**config.mk**
```make
export PLATFORM = sky130hd
export DESIGN_NAME = basic_source_tokenizer
export DESIGN_NICKNAME = d
export VERILOG_FILES = /design/src/sv/bst_pkg.sv /design/src/sv/bst_classify.sv /design/src/sv/bst_scan.sv /design/src/sv/basic_source_tokenizer.sv
export VERILOG_INCLUDE_DIRS = /design/src /design/src/sv
export SDC_FILE = /design/constraint.sdc
export NUM_CORES = 1
export LEC_CHECK = 0
export BUFFER_PORTS_ARGS = -buffer_cell sky130_fd_sc_hd__buf_2
export CAP_MARGIN = 20
export CORE_ASPECT_RATIO = 0.5
export CORE_MARGIN = 8
export CORE_UTILIZATION = 30
export CTS_CLUSTER_SIZE = 40
export DETAILED_ROUTE_END_ITERATION = 6
export HOLD_SLACK_MARGIN = 0.05
export MAX_ROUTING_LAYER = met4
export PLACE_DENSITY_LB_ADDON = 0.3
export RECOVER_POWER = 100
export SLEW_MARGIN = 30
export SYNTH_ARGS = -nofsm -noshare
export SYNTH_HDL_FRONTEND = slang
export SYNTH_SLANG_ARGS = --single-unit
```
**constraint.sdc**
```tcl
create_clock -name clk -period 6.85 [get_ports clk]
set_input_delay 0.3425 -clock clk [delete_from_list [all_inputs] [get_ports clk]]
set_output_delay 0.3425 -clock clk [all_outputs]
set_load 0.1 [all_outputs]
```
**src/sv/basic_source_tokenizer_defines.svh**
```systemverilog
// assertion macros for the tokenizer
`ifndef BASIC_SOURCE_TOKENIZER_DEFINES_SVH
`define BASIC_SOURCE_TOKENIZER_DEFINES_SVH

`ifndef SYNTHESIS
`define BST_ASSERT(lbl, clk, rst_n, prop, msg) \
	lbl: assert property (@(posedge clk) disable iff (!rst_n) prop) else $error(msg);
`define BST_ASSERT_NEVER(lbl, clk, rst_n, prop, msg) \
	lbl: assert property (@(posedge clk) disable iff (!rst_n) !(prop)) else $error(msg);
`else
`define BST_ASSERT(lbl, clk, rst_n, prop, msg)
`define BST_ASSERT_NEVER(lbl, clk, rst_n, prop, msg)
`endif

`endif

```
**src/sv/bst_pkg.sv**
```systemverilog
package bst_pkg;

	typedef struct packed {
		logic [7:0] ch;
		logic       source_last;
	} in_item_t;

	typedef struct packed {
		logic [7:0] tok_char;
		logic       token_start;
		logic [2:0] token_kind;
	} out_item_t;

	typedef struct packed {
		logic is_nl;
		logic is_space;
		logic is_quote;
		logic is_dquote;
		logic is_lt;
		logic is_gt;
		logic is_eq;
		logic is_dot;
		logic is_digit;
		logic is_special;
	} char_class_t;

	typedef struct packed {
		logic      emit;
		out_item_t item;
	} scan_result_t;

	typedef enum logic [5:0] {
		MODE_IDLE    = 6'b000001,
		MODE_COMPARE = 6'b000010,
		MODE_NUMBER  = 6'b000100,
		MODE_STRING  = 6'b001000,
		MODE_WORD    = 6'b010000,
		MODE_COMMENT = 6'b100000
	} scan_mode_t;

	localparam logic [2:0] KIND_NEWLINE = 3'd0;
	localparam logic [2:0] KIND_COMPARE = 3'd1;
	localparam logic [2:0] KIND_NUMBER  = 3'd2;
	localparam logic [2:0] KIND_SPECIAL = 3'd3;
	localparam logic [2:0] KIND_STRING  = 3'd4;
	localparam logic [2:0] KIND_WORD    = 3'd5;

	localparam logic [7:0] CH_NL     = 8'h0A;
	localparam logic [7:0] CH_SPACE  = 8'h20;
	localparam logic [7:0] CH_QUOTE  = 8'h27;
	localparam logic [7:0] CH_DQUOTE = 8'h22;
	localparam logic [7:0] CH_LT     = 8'h3C;
	localparam logic [7:0] CH_GT     = 8'h3E;
	localparam logic [7:0] CH_EQ     = 8'h3D;
	localparam logic [7:0] CH_DOT    = 8'h2E;

endpackage

```
**src/sv/bst_classify.sv**
```systemverilog
module bst_classify (
	input  logic [7:0]           ch,
	output bst_pkg::char_class_t cls
);
	import bst_pkg::*;

	always_comb begin
		cls.is_nl      = (ch == CH_NL);
		cls.is_space   = (ch == CH_SPACE) || (ch >= 8'h09 && ch <= 8'h0D);
		cls.is_quote   = (ch == CH_QUOTE);
		cls.is_dquote  = (ch == CH_DQUOTE);
		cls.is_lt      = (ch == CH_LT);
		cls.is_gt      = (ch == CH_GT);
		cls.is_eq      = (ch == CH_EQ);
		cls.is_dot     = (ch == CH_DOT);
		cls.is_digit   = (ch >= 8'h30) && (ch <= 8'h39);
		// ( ) [ ] < > + - / * = . ' , :
		cls.is_special = (ch == 8'h28) || (ch == 8'h29) || (ch == 8'h5B) || (ch == 8'h5D)
			|| (ch == CH_LT) || (ch == CH_GT) || (ch == 8'h2B) || (ch == 8'h2D)
			|| (ch == 8'h2F) || (ch == 8'h2A) || (ch == CH_EQ) || (ch == CH_DOT)
			|| (ch == CH_QUOTE) || (ch == 8'h2C) || (ch == 8'h3A);
	end

endmodule

```
**src/sv/bst_scan.sv**
```systemverilog
`include "basic_source_tokenizer_defines.svh"

module bst_scan (
	input  logic                  clk,
	input  logic                  arst_n,
	input  logic                  advance,
	input  bst_pkg::in_item_t     item,
	input  bst_pkg::char_class_t  cls,
	output bst_pkg::scan_result_t result
);
	import bst_pkg::*;

	scan_mode_t mode_q, mode_n;
	logic       dot_q, dot_n;
	logic       lt_q, lt_n;
	logic       nl_q, nl_n;
	logic       done;

	always_comb begin
		mode_n = mode_q;
		dot_n  = dot_q;
		lt_n   = lt_q;
		nl_n   = nl_q;
		done   = 1'b0;
		result.emit             = 1'b0;
		result.item.tok_char    = item.ch;
		result.item.token_start = 1'b0;
		result.item.token_kind  = KIND_WORD;

		// continue an open token
		unique case (mode_q)
			MODE_COMPARE: begin
				mode_n = MODE_IDLE;
				lt_n   = 1'b0;
				if (cls.is_eq || (lt_q && cls.is_gt)) begin
					result.emit            = 1'b1;
					result.item.token_kind = KIND_COMPARE;
					done                   = 1'b1;
				end
			end
			MODE_NUMBER: begin
				if (cls.is_digit || (!dot_q && cls.is_dot)) begin
					if (cls.is_dot) begin
						dot_n = 1'b1;
					end
					result.emit            = 1'b1;
					result.item.token_kind = KIND_NUMBER;
					done                   = 1'b1;
				end else begin
					mode_n = MODE_IDLE;
					dot_n  = 1'b0;
				end
			end
			MODE_STRING: begin
				if (cls.is_nl) begin
					mode_n = MODE_IDLE;
				end else begin
					if (cls.is_dquote) begin
						mode_n = MODE_IDLE;
					end
					result.emit            = 1'b1;
					result.item.token_kind = KIND_STRING;
					done                   = 1'b1;
				end
			end
			MODE_WORD: begin
				if (!cls.is_special && !cls.is_space) begin
					result.emit            = 1'b1;
					result.item.token_kind = KIND_WORD;
					done                   = 1'b1;
				end else begin
					mode_n = MODE_IDLE;
				end
			end
			MODE_COMMENT: begin
				if (cls.is_nl) begin
					mode_n = MODE_IDLE;
				end else begin
					done = 1'b1;
				end
			end
			default: begin
				mode_n = MODE_IDLE;
			end
		endcase

		// start a new token
		if (!done) begin
			priority if (cls.is_nl) begin
				if (!nl_q) begin
					nl_n                    = 1'b1;
					result.emit             = 1'b1;
					result.item.token_start = 1'b1;
					result.item.token_kind  = KIND_NEWLINE;
				end
			end else if (cls.is_space) begin
				nl_n = nl_q;
			end else if (cls.is_quote) begin
				mode_n = MODE_COMMENT;
			end else begin
				nl_n                    = 1'b0;
				result.emit             = 1'b1;
				result.item.token_start = 1'b1;
				priority if (cls.is_lt || cls.is_gt) begin
					mode_n                 = MODE_COMPARE;
					lt_n                   = cls.is_lt;
					result.item.token_kind = KIND_COMPARE;
				end else if (cls.is_digit) begin
					mode_n                 = MODE_NUMBER;
					dot_n                  = 1'b0;
					result.item.token_kind = KIND_NUMBER;
				end else if (cls.is_special) begin
					result.item.token_kind = KIND_SPECIAL;
				end else if (cls.is_dquote) begin
					mode_n                 = MODE_STRING;
					result.item.token_kind = KIND_STRING;
				end else begin
					mode_n                 = MODE_WORD;
					result.item.token_kind = KIND_WORD;
				end
			end
		end

		if (item.source_last) begin
			mode_n = MODE_IDLE;
			dot_n  = 1'b0;
			lt_n   = 1'b0;
			nl_n   = 1'b0;
		end
	end

	always_ff @(posedge clk or negedge arst_n) begin
		if (!arst_n) begin
			mode_q <= MODE_IDLE;
			dot_q  <= 1'b0;
			lt_q   <= 1'b0;
			nl_q   <= 1'b0;
		end else if (advance) begin
			mode_q <= mode_n;
			dot_q  <= dot_n;
			lt_q   <= lt_n;
			nl_q   <= nl_n;
		end
	end

	`BST_ASSERT(a_last_resets, clk, arst_n,
		advance && item.source_last |=> mode_q == MODE_IDLE && !nl_q && !dot_q && !lt_q,
		"state not cleared after last byte")
	`BST_ASSERT(a_dot_in_number, clk, arst_n, dot_q |-> mode_q == MODE_NUMBER,
		"dot flag outside number")
	`BST_ASSERT(a_lt_in_compare, clk, arst_n, lt_q |-> mode_q == MODE_COMPARE,
		"less-than flag outside compare")

endmodule

```
**src/sv/basic_source_tokenizer.sv**
```systemverilog
// basic_source_tokenizer: splits a source byte stream into marked token bytes
//
// in channel (in_valid/in_ready/in_item): one source byte per transfer, with
// source_last set on the final byte of a text.
// out channel (out_valid/out_ready/out_item): zero or one result per byte,
// each a kept byte with token_start and token_kind.
//
// a byte is decoded against the scan state while it sits in the input
// register, and its result is then captured in the output register once
// that is free. one byte per cycle is sustained while the receiver does not
// stall; the scan state update is the loop that sets this.
// when the receiver stalls, the held result stays put and the input register
// still takes one more byte; in_ready then drops until the result leaves.
// reset clears both valid flags and the scan state; after a byte with
// source_last the scan state returns to its reset value.
`include "basic_source_tokenizer_defines.svh"

module basic_source_tokenizer (
	input  logic               clk,
	input  logic               arst_n,
	input  logic               in_valid,
	output logic               in_ready,
	input  bst_pkg::in_item_t  in_item,
	output logic               out_valid,
	input  logic               out_ready,
	output bst_pkg::out_item_t out_item
);
	import bst_pkg::*;

	logic         valid_s1;
	in_item_t     item_s1;
	logic         advance;
	char_class_t  cls;
	scan_result_t result;
	logic         out_valid_q;
	out_item_t    out_item_q;

	assign advance  = valid_s1 && (!out_valid_q || out_ready);
	assign in_ready = !valid_s1 || advance;

	always_ff @(posedge clk or negedge arst_n) begin
		if (!arst_n) begin
			valid_s1 <= 1'b0;
		end else if (in_valid && in_ready) begin
			valid_s1 <= 1'b1;
		end else if (advance) begin
			valid_s1 <= 1'b0;
		end
	end

	always_ff @(posedge clk) begin
		if (in_valid && in_ready) begin
			item_s1 <= in_item;
		end
	end

	bst_classify u_classify (
		.ch  (item_s1.ch),
		.cls (cls)
	);

	bst_scan u_scan (
		.clk     (clk),
		.arst_n  (arst_n),
		.advance (advance),
		.item    (item_s1),
		.cls     (cls),
		.result  (result)
	);

	always_ff @(posedge clk or negedge arst_n) begin
		if (!arst_n) begin
			out_valid_q <= 1'b0;
		end else if (advance) begin
			out_valid_q <= result.emit;
		end else if (out_ready) begin
			out_valid_q <= 1'b0;
		end
	end

	always_ff @(posedge clk) begin
		if (advance && result.emit) begin
			out_item_q <= result.item;
		end
	end

	assign out_valid = out_valid_q;
	assign out_item  = out_item_q;

	`BST_ASSERT(a_ready_when_empty, clk, arst_n, !out_valid_q |-> in_ready,
		"input blocked with empty output")
	`BST_ASSERT(a_newline_form, clk, arst_n,
		out_valid_q && out_item_q.token_kind == KIND_NEWLINE
			|-> out_item_q.token_start && out_item_q.tok_char == CH_NL,
		"malformed newline token")
	`BST_ASSERT_NEVER(a_no_cont_single, clk, arst_n,
		out_valid_q && !out_item_q.token_start
			&& (out_item_q.token_kind == KIND_NEWLINE || out_item_q.token_kind == KIND_SPECIAL),
		"continuation of a single-byte token")

endmodule
```
==> flow_summary.yaml, run 1 <==
setup_path:
  crit_slowest_cell: "a31oi_1"
  crit_chain: "nor3b_1 -> o21ai_0 -> a31oi_1 -> o211ai_1 -> a32o_1"
  reg2reg_slack_ps: 3880
  max_stage_delay_ps: 760
  crit_start: "item_s1[7]"
  crit_end: "out_item[0]"
  setup.worst_path.end_class: "flop"
  start_kind: "flop"
  crit_required_ps: 6870
  worstPathMaxFanout: 9
  rr_endpoint: "out_item[0]"
  worst-setup-path-type: "reg -> reg"
  worstPathArrival_ps: 2990
  reg2reg_from: "item_s1[7]"
  reg2regPathDepth: 5
clock_tree:
  clkSlewWorstSetupHoldPaths_ps: 50
  cts_resized: 0
  cts_made_buffers: 5
  cts_max_path_buffers: 2
  insertion_delay_ps: 270
  cts_tree: "done"
  root_buffer: "clkbuf_16"
  cts.sinks: 32
  cts_max_level: 2
timing:
  hold_ws_ps: 244
  worstMarginPinSlew_ps: 1190
  finalCritPeriodShare_pct: 43.3
  period_needed_ps: 2970
  final_max_slew_viol_count: 0
  relSlewSlack_pct: 21.0
  rsz0062_at_grt: "false"
  hold_violations: 0
  fmax_mhz: 337
  finalClockSkew_ps: 4.08
  fin_tns_setup_ps: 0
  setup_viol: 0
power:
  p_seq_share_pct: 42.7
  power_density_nw_per_um2: 279
  ir_drop_mv: 0.136
  p_int_mw: 0.386
  power_frac_clock_pct: 36.7
  cellLeakagePower_nw: 0.750
  swShare_pct: 31.9
  pwr-share-comb_pct: 20.6
  switchingPower_mw: 0.180
run:
  maxCapViolCount: 0
die:
  dieArea_um2: 8600
  core_region_area_um2: 5520
  io_pins: 27
  start_util_pct: 31.4
  fp.dieW_um: 123
  rows: 19
  die_h_um: 69.7
drt:
  antenna_left: 0
  wl_per_cell_um: 16.7
  firstDrtPassIters: 5
  drt_iter0_markers: 64
  vias: 1374
  routed_wl_mm: 4.43
  remaining_drc_errors: 0
  vias_per_cell: 5.18
yosys:
  synth-seq-cells: 32
  syn_area_um2: 1730
  synth-edff-count: 21
  synthCells: 162
  syn_nets: 175
  syn_avg_cell_area_um2: 10.7
  yosys.area.top_type: "edfxtp_1"
  synthFlopType: "edfxtp_1"
  async_flop_share_pct: 34.4
  synth-warning-count: 0
  ys_top_cells_by_area: "edfxtp_1, dfrtp_1, nand2_1, nand3_1, o21ai_0"
  ys_seq_area_share_pct: 52.4
  synth_top_area_share_pct: 36.4
  synth.distinct_cells: 50
final_layout:
  post_route_cells_drive_above_1_share_pct: 14.6
  final_nets: 204
  fin_area_um2: 2030
  final_common_cell: "edfxtp_1"
  area_growth_pct: 17.1
  layout_common_cells: "edfxtp_1, clkbuf_1, nand2_1"
  diodes: 0
  n_fill_cell: 561
worst_hold_path:
  min_from: "in_item[5]"
  hold_path.class: "in -> reg"
grt:
  track_usage_pct: 11.2
  overflow: 0
  antenna_found_initial: 0
  grt_max_degree: 14
  grt_pass1_wl_mm: 7.38
  first_global_vias: 1415
placed_design:
  place.gp.congestion: 0.903
  place_area_um2: 1920
  dp_hpwl_mm: 3.23
  placement.io_buffers: 26
outcome:
  status: "finished, final reports clean"
## power groups by stage
| stage | combinational (mW) | sequential (mW) | clock, mW |
|---|---|---|---|
| floorplan | 0.0525 | 0.287 | 0 |
| global placement | 0.121 | 0.244 | 0 |
| detailed placement | 0.121 | 0.245 | 0 |
| CTS | 0.122 | 0.242 | 0.213 |
| global route | 0.124 | 0.244 | 0.223 |
| finish | 0.117 | 0.242 | 0.208 |
## worst max-delay path, delay by kind of cell (launching register included)
| kind | cells | cell delay (ps) |
|---|---|---|
| DFF | 1 | 480 |
| AOI/OAI and AO/OA | 4 | 1610 |
| and+or+nand+nor | 1 | 620 |
## Yosys cell counts, types with 2 or more instances
| library cell | count |
|---|---|
| nand2_1 | 16 |
| o31ai_1 | 2 |
| a21o_1 | 2 |
| nand3_1 | 11 |
| nor3b_1 | 4 |
| nor2b_1 | 4 |
| a21oi_1 | 5 |
| nand2b_1 | 5 |
| and2_1 | 4 |
| nor3_1 | 5 |
| and3_1 | 2 |
| o21ai_0 | 9 |
| nand4_1 | 2 |
| o211ai_1 | 2 |
| mux2i_1 | 2 |
| edfxtp_1 | 21 |
| a32o_1 | 3 |
| nor2_1 | 11 |
| buf_2 | 2 |
| a31oi_1 | 4 |
| a31o_2 | 2 |
| and4b_1 | 2 |
| a21oi_2 | 2 |
| inv_1 | 5 |
| dfrtp_1 | 10 |
## layer usage
metal,routed length [µm],track usage (%),vias up,share of wire [%]
li1,-,-,671,-
met1,2240,14.6,659,51
met2,1910,15.9,40,43
met3,230,3.17,4,5.2
met4,51,4.37,0,1.2
met5,0,-,-,0
## metrics by stage
step | util [%] | power [mW] | worst slack (ps) | instances
CTS | 37.5 | 0.577 | 4350 | 265
global placement | 34.8 | 0.365 | 4180 | 256
floorplan | - | 0.340 | 4540 | 162
finish | 36.8 | 0.566 | 3880 | 265
detailed placement | 34.8 | 0.366 | 4460 | 256
global route | 36.8 | 0.591 | 3750 | 265
## how the worst min path moves through the flow
stage | end | slack, ps | cells past startpoint
finish | item_s1[5] | 240 | 1
global route | item_s1[1] | 230 | 1
CTS | item_s1[5] | 240 | 1
detailed placement | u_scan.mode_q[5] | 240 | 1
global placement | u_scan.mode_q[5] | 240 | 1
floorplan | out_valid | 50 | 0
## kinds of logic after synthesis
logic type	count (synthesis)	synth area share, %
DFF	32	52.4
xor gates and xnor gates	2	1.01
muxes	2	1.16
and+or+nand+nor	75	24.8
buffers and inverters	10	3.04
AOI/OAI and AO/OA	41	17.6
## repair_timing
item,4_1_cts,5_1_grt
hold endpoints to repair,10,0
buffers inserted,0,0
hold buffers,1,0
setup endpoints to repair,0,0
## state kept, by name, indices dropped and copies added (netlist names)
signal,cells
out_item,12
u_scan.lt_q,1
u_scan.nl_q,1
item_s1,9
u_scan.dot_q,1
valid_s1,1
u_scan.mode_q,6
out_valid,1
## layout make-up
cell class	instances	area [µm²]	area share, %
Inverter	5	18.8	0.926
Clock buffer	7	133	6.54
Clock inverter	1	5.00	0.247
Tap cell	73	91.3	4.51
Multi-Input combinational cell	120	751	37.0
Timing Repair Buffer	27	121	5.99
Sequential cell	32	907	44.8
Power figures use the tool's default switching activity.
==> run 2, diff against run 1 <==
==> constraint.sdc (replaced) <==
create_clock -name clk -period 2.85 [get_ports clk]
set_input_delay 0.1425 -clock clk [delete_from_list [all_inputs] [get_ports clk]]
set_output_delay 0.1425 -clock clk [all_outputs]
set_load 0.1 [all_outputs]
==> flow_summary.yaml, run 2 (synthesized netlist as in run 1, its figures left out) <==
worst_hold_path:
  min_from: "in_valid"
  hold_path.class: "in -> reg"
  whs_path_depth: 2
  hold-path-endpoint: "valid_s1"
setup_path:
  crit_required_ps: 2870
  reg2regPathDepth: 7
  reg2reg_slack_ps: 310
  start_kind: "flop"
  worstPathArrival_ps: 2560
  setup.worst_path.end_class: "flop"
  rr_endpoint: "out_item[1]"
  worst-setup-path-type: "reg -> reg"
  reg2reg_from: "item_s1[5]"
  worstPathMaxFanout: 9
final_layout:
  regArea_um2: 907
  layout_common_cells: "edfxtp_1, clkbuf_1, nand2_1"
  n_fill_cell: 551
  final_common_cell: "edfxtp_1"
  largest_reg_flops: 12
  diodes: 0
  area_growth_pct: 26.0
  post_route_cells_drive_above_1_share_pct: 16.7
  multi_input_area_um2: 763
  final_nets: 221
clock_tree:
  cts_resized: 0
  clkSlewWorstSetupHoldPaths_ps: 50
  cts_max_path_buffers: 2
  cts_made_buffers: 5
  cts.sinks: 32
  insertion_delay_ps: 270
  cts_tree: "done"
  root_buffer: "clkbuf_16"
  cts_max_level: 2
grt:
  first_global_vias: 1444
  antenna_found_initial: 0
  track_usage_pct: 11.2
  grt_pass1_wl_mm: 7.53
  overflow: 0
  grt_max_degree: 13
drt:
  remaining_drc_errors: 0
  vias: 1410
  vias_per_cell: 5.00
  firstDrtPassIters: 4
  routed_wl_mm: 4.42
  drt_iter0_markers: 56
  wl_per_cell_um: 15.7
  antenna_left: 0
timing:
  fin_tns_setup_ps: 0
  setup_viol: 0
  worstMarginPinSlew_ps: 1180
  fmax_mhz: 394
  rsz0062_at_grt: "false"
  hold_violations: 0
  final_max_slew_viol_count: 0
  period_needed_ps: 2540
  finalClockSkew_ps: 6.96
  finalCritPeriodShare_pct: 89.2
  relSlewSlack_pct: 21.7
power:
  cellLeakagePower_nw: 0.815
  power_density_nw_per_um2: 630
  power_mw: 1.37
  ir_drop_mv: 0.232
die:
  fp.dieW_um: 123
  core_region_area_um2: 5520
  start_util_pct: 31.4
  rows: 19
  die_h_um: 69.7
  io_pins: 27
  dieArea_um2: 8600
outcome:
  status: "finished, final reports clean"
placed_design:
  placement.io_buffers: 26
  place.gp.congestion: 0.956
  dp_hpwl_mm: 3.39
run:
  maxCapViolCount: 0
-- run 2: timing repair --
action,CTS,global route
endpoints found under the hold margin,20,0
buffers inserted,0,0
hold buffers,10,0
-- run 2: worst max-delay path by stage --
stage                     startpoint     endpoint  slack, ps  cells after the start
floorplan                  out_valid   item_s1[0]        540                      3
global placement    u_scan.mode_q[1]  out_item[9]        320                      4
detailed placement        item_s1[1]  out_item[1]        460                      7
CTS                       item_s1[1]  out_item[1]        440                      7
global route              item_s1[3]  out_item[1]        160                      7
finish                    item_s1[5]  out_item[1]        310                      7
-- run 2: metrics by stage --
step	hold slack (ps)	utilization, %	area, µm²	setup WS (ps)	std cells
CTS	67.3	40.2	2220	435	282
global placement	22.6	35.9	1980	321	264
detailed placement	29.7	35.9	1980	458	264
floorplan	-153	-	1730	536	162
finish	70.3	39.5	2180	309	282
global route	95.4	39.5	2180	159	282
-- run 2: per-layer routing --
layer  vias up  GRT usage [%]  wire [µm]
met4         0           3.97         55
met5         -              -          0
met2        23           15.7       1910
met1       675           15.6       2350
li1        707              -          -
met3         5           2.19        108
-- run 2: layout make-up --
cell class / instances / share of cell area, %
clock inverter: 3 / 0.631
tap: 73 / 4.19
sequential: 32 / 41.6
clock buffer: 5 / 5.74
multi-input combinational: 120 / 35.0
timing repair buffer: 44 / 11.9
inverter: 5 / 0.861
-- run 2: report_power, final --
part / leakage [nW] / total [mW] / switching (mW) / internal (mW)
clock: 0.0710 / 0.494 / 0.178 / 0.316
sequential: 0.340 / 0.575 / 0.0313 / 0.544
combinational: 0.404 / 0.304 / 0.230 / 0.0742
-- run 2: worst max-delay path, stage by stage (launching register included) --
cell and delay, ps:
edfxtp_1 380, clkbuf_1 320, and4b_1 250, a21o_1 180
o21ai_1 410, a31oi_4 240, and2_0 260, a31o_2 250
==> run 3, diff against run 2 <==
--- a/config.mk
+++ b/config.mk
@@ -10,7 +10,7 @@
 export CAP_MARGIN = 20
 export CORE_ASPECT_RATIO = 0.5
 export CORE_MARGIN = 8
-export CORE_UTILIZATION = 30
+export CORE_UTILIZATION = 50
 export CTS_CLUSTER_SIZE = 40
 export DETAILED_ROUTE_END_ITERATION = 6
 export HOLD_SLACK_MARGIN = 0.05
@@ -20,4 +20,6 @@
 export SLEW_MARGIN = 30
 export SYNTH_ARGS = -nofsm -noshare
 export SYNTH_HDL_FRONTEND = slang
+export SYNTH_HIERARCHICAL = 1
 export SYNTH_SLANG_ARGS = --single-unit
+export TNS_END_PERCENT = 10
==> flow_summary.yaml, run 3 <==
yosys:
  ys_top_cells_by_area: "edfxtp_1, dfrtp_1, buf_4, nor2_1, nand2_1"
  ys_seq_area_share_pct: 48.3
  async_flop_share_pct: 34.4
  synth-edff-count: 21
  syn_area_um2: 1880
  syn_nets: 194
  ys_top_cells_by_count: "edfxtp_1, nor2_1, nand2_1"
  synthFlopType: "edfxtp_1"
  synth-warning-count: 6
  synth_top_area_share_pct: 33.6
  yosys.area.top_type: "edfxtp_1"
  synthCells: 181
  syn_avg_cell_area_um2: 10.4
  synth-seq-cells: 32
  synth_most_common_cell: "edfxtp_1"
  synth.distinct_cells: 65
clock_tree:
  cts.sinks: 32
  insertion_delay_ps: 280
  cts_max_level: 2
  root_buffer: "clkbuf_8"
  cts_tree: "done"
  cts_made_buffers: 5
  cts_max_path_buffers: 2
  clkSlewWorstSetupHoldPaths_ps: 70
grt:
  overflow: 0
  track_usage_pct: 17.1
  grt_max_degree: 14
  antenna_found_initial: 0
  grt_pass1_wl_mm: 7.58
  first_global_vias: 1505
final_layout:
  fin_area_um2: 2300
  regArea_um2: 907
  n_fill_cell: 286
  area_growth_pct: 22.5
  layout_common_cells: "clkbuf_1, edfxtp_1, nand2_1, nor2_1, buf_4"
  largest_reg_flops: 12
  final_nets: 241
  final_common_cell: "clkbuf_1"
  diodes: 0
  post_route_cells_drive_above_1_share_pct: 22.7
  multi_input_area_um2: 850
setup_path:
  crit_required_ps: 3020
  crit_family: "compound AO/OA/AOI/OAI gates"
  crit_chain: "nor2_1 -> o311ai_0 -> a221o_1 -> nor4b_1 -> nand2_1 -> nand3_2 -> clkbuf_1 -> o21ai_0 -> a22o_1"
  reg2regPathDepth: 9
  worstPathMaxFanout: 9
  rr_endpoint: "u_scan/mode_q[2]"
  reg2reg_from: "item_s1[2]"
  max_stage_delay_ps: 520
  cp.buffers_inverters: 1
  reg2reg_slack_ps: 90
  crit_slowest_cell: "edfxtp_1"
  worstPathArrival_ps: 2930
  start_kind: "flop"
  setup.worst_path.end_class: "flop"
  worst-setup-path-type: "reg -> reg"
placed_design:
  placement.io_buffers: 26
  place_area_um2: 2100
  dp_hpwl_mm: 3.49
  place.gp.congestion: 0.998
drt:
  remaining_drc_errors: 0
  vias: 1694
  routed_wl_mm: 5.14
  firstDrtPassIters: 5
  drt_iter0_markers: 187
  wl_per_cell_um: 18.3
  antenna_left: 0
  vias_per_cell: 6.05
timing:
  setup_viol: 0
  fmax_mhz: 363
  hold_violations: 0
  period_needed_ps: 2760
  finalClockSkew_ps: 5.66
  final_max_slew_viol_count: 0
  finalCritPeriodShare_pct: 96.7
  relSlewSlack_pct: 21.7
  worstMarginPinSlew_ps: 1180
worst_hold_path:
  hold_path.class: "in -> reg"
  hold-path-endpoint: "valid_s1"
  min_from: "in_valid"
  whs_path_depth: 2
power:
  ir_drop_mv: 0.245
  pwr-share-comb_pct: 22.8
  power_density_nw_per_um2: 562
  switchingPower_mw: 0.418
  cellLeakagePower_nw: 0.855
  swShare_pct: 32.3
  power_mw: 1.29
  power_frac_clock_pct: 33.3
  p_seq_share_pct: 43.9
  p_int_mw: 0.876
die:
  dieArea_um2: 6100
  core_region_area_um2: 3510
  fp.dieW_um: 103
  io_pins: 27
  rows: 15
  die_h_um: 59.4
  start_util_pct: 53.5
outcome:
  status: "finished, final reports clean"
run:
  maxCapViolCount: 0
run 3: worst register-to-register path: stages (launching register included):
cell and delay (ps):
edfxtp_1 520, nor2_1 220, o311ai_0 160, a221o_1 480
nor4b_1 320, nand2_1 160, nand3_2 120, clkbuf_1 270
o21ai_0 180, a22o_1 220
run 3: layout make-up:
class / count / share of cell area [%]
tap: 51 / 2.77
clock inverter: 2 / 1.52
multi-input combinational: 127 / 36.9
timing repair buffer: 56 / 15.3
clock buffer: 6 / 3.15
sequential: 32 / 39.4
inverter: 6 / 0.978
run 3: kinds of logic (layout without fill, tap and decap cells):
family	Yosys count	after routing	synth area share [%]
compound gates	35	35	13.8
xor+xnor	2	2	0.932
buf+inv	22	70	6.79
flops	32	32	48.3
mux	1	1	0.533
simple gates	89	89	29.6
run 3: worst max path at each step:
stage                     slack (ps)       start  cells past startpoint                to
after floorplan                   30  item_s1[8]                      9       out_item[0]
final                             90  item_s1[2]                      9  u_scan/mode_q[2]
after CTS                        120  item_s1[5]                     10       out_item[6]
after detailed placement         150  item_s1[5]                     10       out_item[6]
after global routing             -30  item_s1[4]                     10       out_item[8]
after global placement           200  item_s1[5]                     10       out_item[7]
run 3: repair_timing:
| item | CTS | global route |
|---|---|---|
| hold buffers | 10 | 0 |
| setup buffers | 0 | 5 |
| setup endpoints to repair | 0 | 12 |
| endpoints found under the hold margin | 20 | 0 |
| resized for setup | 0 | 3 |
run 3: metal layers:
| metal | up-vias | part of all wire [%] | wire, µm | track usage (%) |
|---|---|---|---|---|
| li1 | 773 | - | - | - |
| met1 | 795 | 41 | 2110 | 20.8 |
| met2 | 112 | 47 | 2420 | 25.5 |
| met3 | 14 | 9.9 | 508 | 6.21 |
| met4 | 0 | 2.0 | 104 | 6.61 |
| met5 | - | 0 | 0 | - |
run 3: per-stage QoR:
step | setup TNS [ps] | setup WS, ps | cells | hold slack (ps) | util (%)
floorplan | 0 | 30.4 | 181 | -153 | -
global placement | 0 | 204 | 257 | 29.5 | 59.9
detailed placement | 0 | 150 | 257 | 39.9 | 59.9
CTS | 0 | 122 | 275 | 81.5 | 65.8
global route | -354 | -30.6 | 280 | 98.2 | 65.6
finish | 0 | 94.4 | 280 | 83.3 | 65.6
run 3: power by group through the flow:
stage	clock network [mW]	registers (mW)	logic [mW]
after floorplan	0	0.671	0.120
after global placement	0	0.577	0.282
after detailed placement	0	0.578	0.283
after CTS	0.436	0.568	0.294
after global routing	0.457	0.573	0.312
final	0.430	0.568	0.295
